==> src/rtl/core/triangle_scanline_span_generator_core_defines.svh <==
// Assertion helpers for the span generator core.
`ifndef TRIANGLE_SCANLINE_SPAN_GENERATOR_CORE_DEFINES_SVH
`define TRIANGLE_SCANLINE_SPAN_GENERATOR_CORE_DEFINES_SVH

// Same-cycle implication, checked at every clock edge outside reset.
`define TSSG_ASSERT_IMPL(lbl, clk, rstn, ante, cons, msg) \
    lbl: assert property (@(posedge clk) disable iff (!rstn) (ante) |-> (cons)) else $error(msg);

// Next-cycle implication, checked at every clock edge outside reset.
`define TSSG_ASSERT_NEXT(lbl, clk, rstn, ante, cons, msg) \
    lbl: assert property (@(posedge clk) disable iff (!rstn) (ante) |=> (cons)) else $error(msg);

`endif

==> src/rtl/core/triscan_pkg.sv <==
package triscan_pkg;

    localparam int COORD_BITS    = 12;
    localparam int SCREEN_WIDTH  = 240;
    localparam int SCREEN_HEIGHT = 320;
    localparam int RGB_W         = 16;
    localparam int XOUT_W        = 8;

    // edge delta, product of two deltas, divider count, working x width
    localparam int DIFF_W = COORD_BITS + 1;
    localparam int PROD_W = 2 * DIFF_W;
    localparam int CNT_W  = $clog2(PROD_W);
    localparam int XW     = COORD_BITS + 2;

    // command queue between front and back (power of two)
    localparam int QUEUE_DEPTH = 2;
    localparam int QPTR_W      = $clog2(QUEUE_DEPTH);

    localparam logic REQ_LOAD = 1'b0;
    localparam logic REQ_STEP = 1'b1;

    typedef logic signed [COORD_BITS-1:0] coord_t;
    typedef logic signed [DIFF_W-1:0]     diff_t;
    typedef logic signed [PROD_W-1:0]     prod_t;
    typedef logic signed [XW-1:0]         xw_t;

    typedef struct packed {
        logic             is_load;
        coord_t           ax;
        coord_t           ay;
        coord_t           bx;
        coord_t           by;
        coord_t           cx;
        coord_t           cy;
        logic [RGB_W-1:0] rgb;
    } cmd_t;

    typedef struct packed {
        logic  start;
        prod_t num;
        diff_t den;
    } div_req_t;

    typedef struct packed {
        logic  busy;
        logic  done;
        diff_t quo;
    } div_rsp_t;

endpackage

==> src/rtl/core/triscan_front.sv <==
module triscan_front
    import triscan_pkg::*;
(
    input  logic             aclk,
    input  logic             aresetn,
    input  logic             s_valid,
    output logic             s_ready,
    input  logic             s_req_type,
    input  coord_t           s_ax,
    input  coord_t           s_ay,
    input  coord_t           s_bx,
    input  coord_t           s_by,
    input  coord_t           s_cx,
    input  coord_t           s_cy,
    input  logic [RGB_W-1:0] s_fill_rgb,
    output logic             cmd_valid,
    input  logic             cmd_ready,
    output cmd_t             cmd
);

    cmd_t              queue_mem [QUEUE_DEPTH];
    logic [QPTR_W-1:0] wr_ptr_reg, wr_ptr_next;
    logic [QPTR_W-1:0] rd_ptr_reg, rd_ptr_next;
    logic [QPTR_W:0]   count_reg, count_next;
    cmd_t              in_cmd;
    logic              push;
    logic              pop;

    // classify the incoming item
    always_comb begin
        in_cmd.is_load = (s_req_type == REQ_LOAD);
        in_cmd.ax      = s_ax;
        in_cmd.ay      = s_ay;
        in_cmd.bx      = s_bx;
        in_cmd.by      = s_by;
        in_cmd.cx      = s_cx;
        in_cmd.cy      = s_cy;
        in_cmd.rgb     = s_fill_rgb;
    end

    assign s_ready   = (count_reg != (QPTR_W+1)'(QUEUE_DEPTH));
    assign cmd_valid = (count_reg != '0);
    assign cmd       = queue_mem[rd_ptr_reg];
    assign push      = s_valid && s_ready;
    assign pop       = cmd_valid && cmd_ready;

    always_comb begin
        wr_ptr_next = push ? wr_ptr_reg + 1'b1 : wr_ptr_reg;
        rd_ptr_next = pop ? rd_ptr_reg + 1'b1 : rd_ptr_reg;
        count_next  = count_reg;
        if (push && !pop) begin
            count_next = count_reg + 1'b1;
        end else if (pop && !push) begin
            count_next = count_reg - 1'b1;
        end
    end

    always_ff @(posedge aclk) begin
        if (push) begin
            queue_mem[wr_ptr_reg] <= in_cmd;
        end
    end

    always_ff @(posedge aclk) begin
        if (!aresetn) begin
            wr_ptr_reg <= '0;
            rd_ptr_reg <= '0;
            count_reg  <= '0;
        end else begin
            wr_ptr_reg <= wr_ptr_next;
            rd_ptr_reg <= rd_ptr_next;
            count_reg  <= count_next;
        end
    end

endmodule

==> src/rtl/core/triscan_div.sv <==
module triscan_div
    import triscan_pkg::*;
(
    input  logic     aclk,
    input  logic     aresetn,
    input  div_req_t req,
    output div_rsp_t rsp
);

    logic              busy_reg, busy_next;
    logic              done_reg, done_next;
    logic [CNT_W-1:0]  cnt_reg, cnt_next;
    logic [DIFF_W-1:0] rem_reg, rem_next;
    logic [PROD_W-1:0] quo_reg, quo_next;
    logic [DIFF_W-1:0] dmag_reg, dmag_next;
    logic              neg_reg, neg_next;
    logic [PROD_W-1:0] num_mag;
    logic [DIFF_W-1:0] den_mag;
    logic [DIFF_W:0]   rem_sh;
    logic [DIFF_W:0]   trial;
    logic              fits;
    logic [DIFF_W-1:0] quo_low;

    assign num_mag = req.num[PROD_W-1] ? (~req.num + 1'b1) : req.num;
    assign den_mag = req.den[DIFF_W-1] ? (~req.den + 1'b1) : req.den;

    // restoring step: one quotient bit per cycle
    assign rem_sh = {rem_reg, quo_reg[PROD_W-1]};
    assign trial  = rem_sh - {1'b0, dmag_reg};
    assign fits   = !trial[DIFF_W];

    always_comb begin
        busy_next = busy_reg;
        done_next = 1'b0;
        cnt_next  = cnt_reg;
        rem_next  = rem_reg;
        quo_next  = quo_reg;
        dmag_next = dmag_reg;
        neg_next  = neg_reg;
        if (req.start) begin
            busy_next = 1'b1;
            cnt_next  = '0;
            rem_next  = '0;
            quo_next  = num_mag;
            dmag_next = den_mag;
            neg_next  = req.num[PROD_W-1] ^ req.den[DIFF_W-1];
        end else if (busy_reg) begin
            rem_next = fits ? trial[DIFF_W-1:0] : rem_sh[DIFF_W-1:0];
            quo_next = {quo_reg[PROD_W-2:0], fits};
            cnt_next = cnt_reg + 1'b1;
            if (cnt_reg == CNT_W'(PROD_W - 1)) begin
                busy_next = 1'b0;
                done_next = 1'b1;
            end
        end
    end

    // quotient of an in-range edge always fits the delta width
    assign quo_low  = quo_reg[DIFF_W-1:0];
    assign rsp.busy = busy_reg;
    assign rsp.done = done_reg;
    assign rsp.quo  = neg_reg ? diff_t'(~quo_low + 1'b1) : diff_t'(quo_low);

    always_ff @(posedge aclk) begin
        cnt_reg  <= cnt_next;
        rem_reg  <= rem_next;
        quo_reg  <= quo_next;
        dmag_reg <= dmag_next;
        neg_reg  <= neg_next;
    end

    always_ff @(posedge aclk) begin
        if (!aresetn) begin
            busy_reg <= 1'b0;
            done_reg <= 1'b0;
        end else begin
            busy_reg <= busy_next;
            done_reg <= done_next;
        end
    end

endmodule

==> src/rtl/core/triscan_back.sv <==
module triscan_back
    import triscan_pkg::*;
(
    input  logic              aclk,
    input  logic              aresetn,
    input  logic              cmd_valid,
    output logic              cmd_ready,
    input  cmd_t              cmd,
    output div_req_t          div_req,
    input  div_rsp_t          div_rsp,
    output logic              m_valid,
    input  logic              m_ready,
    output logic              m_span_drawn,
    output coord_t            m_row_y,
    output logic [XOUT_W-1:0] m_x_start,
    output logic [XOUT_W-1:0] m_x_end,
    output logic [RGB_W-1:0]  m_span_rgb,
    output logic              m_last_row
);

    localparam logic [2:0] ST_IDLE   = 3'd0;
    localparam logic [2:0] ST_SETUP  = 3'd1;
    localparam logic [2:0] ST_START  = 3'd2;
    localparam logic [2:0] ST_WAIT   = 3'd3;
    localparam logic [2:0] ST_FINISH = 3'd4;

    localparam xw_t SCR_W = xw_t'(SCREEN_WIDTH);
    localparam xw_t SCR_H = xw_t'(SCREEN_HEIGHT);

    logic [2:0]       state_reg, state_next;
    coord_t           top_x_reg, top_x_next, top_y_reg, top_y_next;
    coord_t           mid_x_reg, mid_x_next, mid_y_reg, mid_y_next;
    coord_t           bot_x_reg, bot_x_next, bot_y_reg, bot_y_next;
    logic [RGB_W-1:0] rgb_reg, rgb_next;
    coord_t           row_reg, row_next;
    logic             active_reg, active_next;
    logic             edge_reg, edge_next;
    prod_t            num_reg, num_next;
    diff_t            den_reg, den_next;
    coord_t           xs_reg, xs_next;
    logic             flat_reg, flat_next;
    xw_t              xa_reg, xa_next, xb_reg, xb_next;

    logic              m_valid_reg, m_valid_next;
    logic              drawn_reg, drawn_next;
    coord_t            orow_reg, orow_next;
    logic [XOUT_W-1:0] xs_out_reg, xs_out_next, xe_out_reg, xe_out_next;
    logic [RGB_W-1:0]  orgb_reg, orgb_next;
    logic              last_reg, last_next;

    // sort network signals
    coord_t sx0, sy0, sx1, sy1, sx2, sy2, tx, ty;
    // edge select
    coord_t e_xs, e_ys, e_xe, e_ye;
    diff_t  dx, dy;
    // edge result
    logic   edge_fin;
    xw_t    edge_val;
    // span finish
    xw_t    lo, hi, lo_c, hi_c, y_w;
    logic   drawn, last, out_free;

    // three compare-swaps on y: (0,1), (1,2), (0,1)
    always_comb begin
        sx0 = cmd.ax; sy0 = cmd.ay;
        sx1 = cmd.bx; sy1 = cmd.by;
        sx2 = cmd.cx; sy2 = cmd.cy;
        tx  = sx0;    ty  = sy0;
        if (sy0 > sy1) begin
            tx = sx0; ty = sy0;
            sx0 = sx1; sy0 = sy1;
            sx1 = tx;  sy1 = ty;
        end
        if (sy1 > sy2) begin
            tx = sx1; ty = sy1;
            sx1 = sx2; sy1 = sy2;
            sx2 = tx;  sy2 = ty;
        end
        if (sy0 > sy1) begin
            tx = sx0; ty = sy0;
            sx0 = sx1; sy0 = sy1;
            sx1 = tx;  sy1 = ty;
        end
    end

    // first edge: top-mid above the middle row, mid-bottom otherwise;
    // second edge: top-bottom
    always_comb begin
        if (edge_reg) begin
            e_xs = top_x_reg; e_ys = top_y_reg;
            e_xe = bot_x_reg; e_ye = bot_y_reg;
        end else if (row_reg < mid_y_reg) begin
            e_xs = top_x_reg; e_ys = top_y_reg;
            e_xe = mid_x_reg; e_ye = mid_y_reg;
        end else begin
            e_xs = mid_x_reg; e_ys = mid_y_reg;
            e_xe = bot_x_reg; e_ye = bot_y_reg;
        end
        dx = diff_t'(e_xe) - diff_t'(e_xs);
        dy = diff_t'(row_reg) - diff_t'(e_ys);
    end

    // flat edge gives its start x without a divide
    always_comb begin
        edge_fin = 1'b0;
        edge_val = xw_t'(xs_reg);
        if (state_reg == ST_START && flat_reg) begin
            edge_fin = 1'b1;
        end else if (state_reg == ST_WAIT && div_rsp.done) begin
            edge_fin = 1'b1;
            edge_val = xw_t'(xs_reg) + xw_t'(div_rsp.quo);
        end
    end

    // order, visibility and clipping of the span
    always_comb begin
        if (xa_reg > xb_reg) begin
            lo = xb_reg; hi = xa_reg;
        end else begin
            lo = xa_reg; hi = xb_reg;
        end
        y_w   = xw_t'(row_reg);
        drawn = !y_w[XW-1] && (y_w < SCR_H) && !hi[XW-1] && (lo < SCR_W);
        lo_c  = lo[XW-1] ? '0 : lo;
        hi_c  = (hi >= SCR_W) ? SCR_W - 1'b1 : hi;
        last  = (row_reg >= bot_y_reg);
    end

    assign out_free      = !m_valid_reg || m_ready;
    assign cmd_ready     = (state_reg == ST_IDLE);
    assign div_req.start = (state_reg == ST_START) && !flat_reg;
    assign div_req.num   = num_reg;
    assign div_req.den   = den_reg;

    always_comb begin
        state_next  = state_reg;
        top_x_next  = top_x_reg;  top_y_next = top_y_reg;
        mid_x_next  = mid_x_reg;  mid_y_next = mid_y_reg;
        bot_x_next  = bot_x_reg;  bot_y_next = bot_y_reg;
        rgb_next    = rgb_reg;
        row_next    = row_reg;
        active_next = active_reg;
        edge_next   = edge_reg;
        num_next    = num_reg;
        den_next    = den_reg;
        xs_next     = xs_reg;
        flat_next   = flat_reg;
        xa_next     = xa_reg;
        xb_next     = xb_reg;

        m_valid_next = m_valid_reg && !m_ready;
        drawn_next   = drawn_reg;
        orow_next    = orow_reg;
        xs_out_next  = xs_out_reg;
        xe_out_next  = xe_out_reg;
        orgb_next    = orgb_reg;
        last_next    = last_reg;

        case (state_reg)
            ST_IDLE: begin
                if (cmd_valid) begin
                    if (cmd.is_load) begin
                        top_x_next  = sx0; top_y_next = sy0;
                        mid_x_next  = sx1; mid_y_next = sy1;
                        bot_x_next  = sx2; bot_y_next = sy2;
                        rgb_next    = cmd.rgb;
                        row_next    = sy0;
                        active_next = 1'b1;
                    end else if (active_reg) begin
                        edge_next  = 1'b0;
                        state_next = ST_SETUP;
                    end
                end
            end
            ST_SETUP: begin
                num_next   = prod_t'(dx) * prod_t'(dy);
                den_next   = diff_t'(e_ye) - diff_t'(e_ys);
                xs_next    = e_xs;
                flat_next  = (e_ye == e_ys);
                state_next = ST_START;
            end
            ST_START, ST_WAIT: begin
                if (state_reg == ST_START && !flat_reg) begin
                    state_next = ST_WAIT;
                end
                if (edge_fin) begin
                    if (edge_reg) begin
                        xb_next    = edge_val;
                        state_next = ST_FINISH;
                    end else begin
                        xa_next    = edge_val;
                        edge_next  = 1'b1;
                        state_next = ST_SETUP;
                    end
                end
            end
            ST_FINISH: begin
                if (out_free) begin
                    m_valid_next = 1'b1;
                    drawn_next   = drawn;
                    orow_next    = row_reg;
                    xs_out_next  = drawn ? lo_c[XOUT_W-1:0] : '0;
                    xe_out_next  = drawn ? hi_c[XOUT_W-1:0] : '0;
                    orgb_next    = rgb_reg;
                    last_next    = last;
                    if (last) begin
                        active_next = 1'b0;
                    end else begin
                        row_next = row_reg + 1'b1;
                    end
                    state_next = ST_IDLE;
                end
            end
            default: begin
                state_next = ST_IDLE;
            end
        endcase
    end

    always_ff @(posedge aclk) begin
        edge_reg   <= edge_next;
        num_reg    <= num_next;
        den_reg    <= den_next;
        xs_reg     <= xs_next;
        flat_reg   <= flat_next;
        xa_reg     <= xa_next;
        xb_reg     <= xb_next;
        drawn_reg  <= drawn_next;
        orow_reg   <= orow_next;
        xs_out_reg <= xs_out_next;
        xe_out_reg <= xe_out_next;
        orgb_reg   <= orgb_next;
        last_reg   <= last_next;
    end

    always_ff @(posedge aclk) begin
        if (!aresetn) begin
            state_reg   <= ST_IDLE;
            top_x_reg   <= '0; top_y_reg <= '0;
            mid_x_reg   <= '0; mid_y_reg <= '0;
            bot_x_reg   <= '0; bot_y_reg <= '0;
            rgb_reg     <= '0;
            row_reg     <= '0;
            active_reg  <= 1'b0;
            m_valid_reg <= 1'b0;
        end else begin
            state_reg   <= state_next;
            top_x_reg   <= top_x_next; top_y_reg <= top_y_next;
            mid_x_reg   <= mid_x_next; mid_y_reg <= mid_y_next;
            bot_x_reg   <= bot_x_next; bot_y_reg <= bot_y_next;
            rgb_reg     <= rgb_next;
            row_reg     <= row_next;
            active_reg  <= active_next;
            m_valid_reg <= m_valid_next;
        end
    end

    assign m_valid      = m_valid_reg;
    assign m_span_drawn = drawn_reg;
    assign m_row_y      = orow_reg;
    assign m_x_start    = xs_out_reg;
    assign m_x_end      = xe_out_reg;
    assign m_span_rgb   = orgb_reg;
    assign m_last_row   = last_reg;

endmodule

==> src/rtl/core/triangle_scanline_span_generator_core.sv <==
// Scanline span generator for flat-colored triangles.
// Input channel (s_*): req_type 0 loads three signed vertices and a color, no result;
// req_type 1 asks for the next row span. A step with no triangle in progress is
// dropped without a result. Output channel (m_*): one span item per step: row,
// clipped x range, color, drawn flag and last-row mark. After the last row the
// block goes idle until the next load.
// Items enter a two-deep command queue and are carried out one at a time. A load
// is handled in the idle state of the back end. A step computes both edges, each
// by a multiply then a shared restoring divider at one quotient bit a cycle, and
// a flat edge skips its divide. The back end takes a new item only when idle, so
// the next item waits in the queue until the step's span is in the output register.
// When m_ready is low the finished span waits in the output register while the
// queue keeps taking items; s_ready drops only when the queue is full.
// Reset (aresetn low, synchronous) empties the queue, clears the triangle state
// to zero and leaves the block idle.
`include "triangle_scanline_span_generator_core_defines.svh"

module triangle_scanline_span_generator_core
    import triscan_pkg::*;
(
    input  logic              aclk,
    input  logic              aresetn,
    input  logic              s_valid,
    output logic              s_ready,
    input  logic              s_req_type,
    input  coord_t            s_ax,
    input  coord_t            s_ay,
    input  coord_t            s_bx,
    input  coord_t            s_by,
    input  coord_t            s_cx,
    input  coord_t            s_cy,
    input  logic [RGB_W-1:0]  s_fill_rgb,
    output logic              m_valid,
    input  logic              m_ready,
    output logic              m_span_drawn,
    output coord_t            m_row_y,
    output logic [XOUT_W-1:0] m_x_start,
    output logic [XOUT_W-1:0] m_x_end,
    output logic [RGB_W-1:0]  m_span_rgb,
    output logic              m_last_row
);

    // front end -> back end command queue
    logic     cmd_valid;
    logic     cmd_ready;
    cmd_t     cmd;
    // back end <-> shared divider
    div_req_t div_req;
    div_rsp_t div_rsp;

    // accepts and classifies items, buffers them
    triscan_front u_front (
        .aclk       (aclk),
        .aresetn    (aresetn),
        .s_valid    (s_valid),
        .s_ready    (s_ready),
        .s_req_type (s_req_type),
        .s_ax       (s_ax),
        .s_ay       (s_ay),
        .s_bx       (s_bx),
        .s_by       (s_by),
        .s_cx       (s_cx),
        .s_cy       (s_cy),
        .s_fill_rgb (s_fill_rgb),
        .cmd_valid  (cmd_valid),
        .cmd_ready  (cmd_ready),
        .cmd        (cmd)
    );

    // triangle state, row sequencer, span clip and output register
    triscan_back u_back (
        .aclk         (aclk),
        .aresetn      (aresetn),
        .cmd_valid    (cmd_valid),
        .cmd_ready    (cmd_ready),
        .cmd          (cmd),
        .div_req      (div_req),
        .div_rsp      (div_rsp),
        .m_valid      (m_valid),
        .m_ready      (m_ready),
        .m_span_drawn (m_span_drawn),
        .m_row_y      (m_row_y),
        .m_x_start    (m_x_start),
        .m_x_end      (m_x_end),
        .m_span_rgb   (m_span_rgb),
        .m_last_row   (m_last_row)
    );

    // signed serial divider, truncates toward zero
    triscan_div u_div (
        .aclk    (aclk),
        .aresetn (aresetn),
        .req     (div_req),
        .rsp     (div_rsp)
    );

    // undrawn spans carry zero ends
    `TSSG_ASSERT_IMPL(a_undrawn_zero, aclk, aresetn, m_valid && !m_span_drawn, (m_x_start == '0) && (m_x_end == '0), "undrawn span with nonzero ends")
    // drawn spans are ordered and on screen
    `TSSG_ASSERT_IMPL(a_span_clip, aclk, aresetn, m_valid && m_span_drawn, (m_x_start <= m_x_end) && (m_x_end < XOUT_W'(SCREEN_WIDTH)), "drawn span not ordered or not clipped")
    // the divider is never restarted mid-operation
    `TSSG_ASSERT_IMPL(a_div_start_idle, aclk, aresetn, div_req.start, !div_rsp.busy && !div_rsp.done, "divider started while busy")
    // a start always launches the divider
    `TSSG_ASSERT_NEXT(a_div_launch, aclk, aresetn, div_req.start, div_rsp.busy, "divider did not start")

endmodule

==> config.mk <==
export PLATFORM = sky130hd
export DESIGN_NAME = triangle_scanline_span_generator_core
export DESIGN_NICKNAME = d
export VERILOG_FILES = /design/src/rtl/core/triscan_pkg.sv /design/src/rtl/core/triscan_front.sv /design/src/rtl/core/triscan_div.sv /design/src/rtl/core/triscan_back.sv /design/src/rtl/core/triangle_scanline_span_generator_core.sv
export VERILOG_INCLUDE_DIRS = /design/src /design/src/rtl/core
export SDC_FILE = /design/constraint.sdc
export NUM_CORES = 1
export LEC_CHECK = 0
export BUFFER_PORTS_ARGS = -buffer_cell sky130_fd_sc_hd__buf_2
export CAP_MARGIN = 30
export CORE_UTILIZATION = 44
export DETAILED_ROUTE_END_ITERATION = 8
export GPL_TIMING_DRIVEN = 0
export PLACE_DENSITY_LB_ADDON = 0.2
export SLEW_MARGIN = 0
export SYNTH_ARGS = -nofsm -noshare
export SYNTH_HDL_FRONTEND = slang
export SYNTH_SLANG_ARGS = --single-unit
==> constraint.sdc <==
create_clock -name aclk -period 26.2 [get_ports aclk]
set_input_delay 7.86 -clock aclk [delete_from_list [all_inputs] [get_ports aclk]]
set_output_delay 7.86 -clock aclk [all_outputs]
set_load 0.005 [all_outputs]
==> flow_summary.yaml <==
place:
  portBuffers: 140
  routabilityCongestion: 0.9087
  dp_hpwl_um: 65870
critical_path:
  cp_num_buf_inv: 7
  crit_top_cell: "fa_1"
  crit_path_start_kind: "flip-flop"
  crit_type: "reg2reg"
  path_delay_family: "adder cells"
  crit_slowest_cell: "a31oi_1"
  crit_path_max_fanout: 10
  required_ns: 26.56
  critPathCaptureType: "flip-flop"
  slowest_delay_ns: 0.73
  cp.arrival_ns: 12.33
detailed_routing:
  dr.first_iter.drc_count: 1508
  drc: 0
  dr.pass1.iters: 5
  antenna_left: 0
  num_vias: 22770
  wl_um: 82330
  viasPerCell: 5.516
  wl_per_cell_um: 19.94
yosys:
  syn_nets: 3393
  synth_cells: 2938
  ys_types: 92
  synth.largest_area_cell: "edfxtp_1"
  yosysWarnings: 0
  yosysSeqAreaShare: 0.4113
  synthTopCellsByCount: "345 x edfxtp_1, 315 x inv_1, 263 x nand2_1"
  syn_area_per_cell_um2: 10.73
  synthTopCellsByArea: "edfxtp_1 33%, fa_1 11%, dfxtp_1 8.3%, ha_1 7.7%, mux2i_1 4.5%"
  synthFlopType: "edfxtp_1"
  synth_edf_count: 345
  ys_seq_elements: 475
  synth.cell_area_mm2: 0.03152
  synth_top_area_frac: 0.3287
  async_reset_ff_frac: 0
  yosysMostFrequentCell: "edfxtp_1"
clock_network:
  postCtsHoldBufs: 0
  clock-sinks: 475
  cts_tree: "yes"
  clock_latency_ns: 0.60
  cts_made_buffers: 51
  cts_setup_buffers: 0
  path_clk_slew_ns: 0.06
  clock_path_buffers: 3
  h-tree-depth: 2
  root_buffer: "clkbuf_16"
  cts_resized: 0
worst_hold_path:
  hp-class: "reg2reg"
floorplanning:
  initial_core_util: 0.4470
  ios: 141
  coreArea_mm2: 0.07051
  die_w_um: 269.6
  fp-row-count: 97
  die_area_mm2: 0.07271
  die_h_um: 269.6
final_layout:
  antenna_cells: 0
  fillCellCount: 6361
  largest_reg_flops: 178
  fin_nets: 3600
  syn_to_final_growth_pct: 12.01
  post_route_cells_drive_above_1_share: 0.1132
timing:
  worst_pin_slew_ns: 1.034
  slew_violations: 0
  final.period_utilization: 0.4568
  max_freq_mhz: 83.55
  setup_violations: 0
  finalHoldViolations: 0
  rsz0062_at_grt: "no"
  slew_headroom: 0.2909
  layout_min_cycle_time_ns: 11.97
  skew_ns: 0.02617
  setup-tns-final_ns: 0
grt:
  overflow: 0
  grt_pass1_vias: 23470
  grt_pass1_wl_um: 129700
  track_usage: 0.2266
  grt_max_degree: 67
  grt_antenna_before_repair: 0
job:
  drv_cap: 0
run_status:
  status: "complete, no violations"
==> final timing paths <==
kind                 startpoint               endpoint  slack, ns  cells past startpoint
min          u_back.rgb_reg[12]  u_back.m_span_rgb[12]       0.43                      0
min reg2reg  u_back.rgb_reg[12]  u_back.m_span_rgb[12]       0.43                      0
max          u_back.row_reg[11]     u_back.num_reg[25]      14.23                     39
max reg2reg  u_back.row_reg[11]     u_back.num_reg[25]      14.23                     39
==> layout by cell type (no fill, tap or decap), types with 33 or more instances in the layout <==
cell	Yosys	routed
edfxtp_1	345	345
inv_1	315	315
nand2_1	263	263
ha_1	195	195
fa_1	167	167
nor2_1	167	166
o21ai_0	153	153
buf_2	7	148
mux2i_1	141	141
a21oi_1	138	138
dfxtp_1	130	130
clkbuf_1	110	117
xnor2_1	81	81
xor2_1	54	54
clkbuf_16	0	54
nand3_1	52	52
o211a_1	41	41
mux2_2	36	36
nand2b_1	34	34
a211oi_1	33	33
nor3_1	34	33
==> layout make-up <==
type	instances	area, um^2	area share
tap	940	1176	0.03331
clock inverter	34	295.3	0.008364
inverter	318	1194	0.03381
multi-input combinational	2016	16860	0.4776
sequential	475	12960	0.3672
clock buffer	62	1391	0.03941
buffer	129	526.8	0.01492
timing repair buffer	154	898.4	0.02545
==> metal layers <==
layer,track usage,part of all wire,vias to the layer above
met5,0,0,-
li1,-,-,10830
met3,0.04266,0.060,146
met4,0.07715,0.032,0
met1,0.2976,0.44,11130
met2,0.3750,0.47,665
==> stage by stage <==
stage / util / instances / area [um^2] / hold slack (ns) / setup WS [ns]
after floorplan: - / 2938 / 31520 / 0.4090 / 14.01
after global placement: 0.4736 / 4018 / 33400 / 0.4149 / 11.78
after detailed placement: 0.4766 / 4031 / 33610 / 0.4176 / 14.34
after CTS: 0.5005 / 4127 / 35290 / 0.4307 / 14.26
after global routing: 0.5007 / 4128 / 35300 / 0.4361 / 13.40
final: 0.5007 / 4128 / 35300 / 0.4289 / 14.23
==> cells by family after synthesis <==
kind of cell / count (synthesis) / share of synthesized area
AOI/OAI and AO/OA: 584 / 0.1255
buffers and inverters: 447 / 0.05458
DFF: 475 / 0.4113
and+or+nand+nor: 728 / 0.1107
adders and majority gates: 367 / 0.1851
xor gates and xnor gates: 136 / 0.03803
muxes: 201 / 0.07479
Power is left out: the tool's default activity adds up to more than one toggle a clock period on the data nets, which glitch-free logic cannot reach.
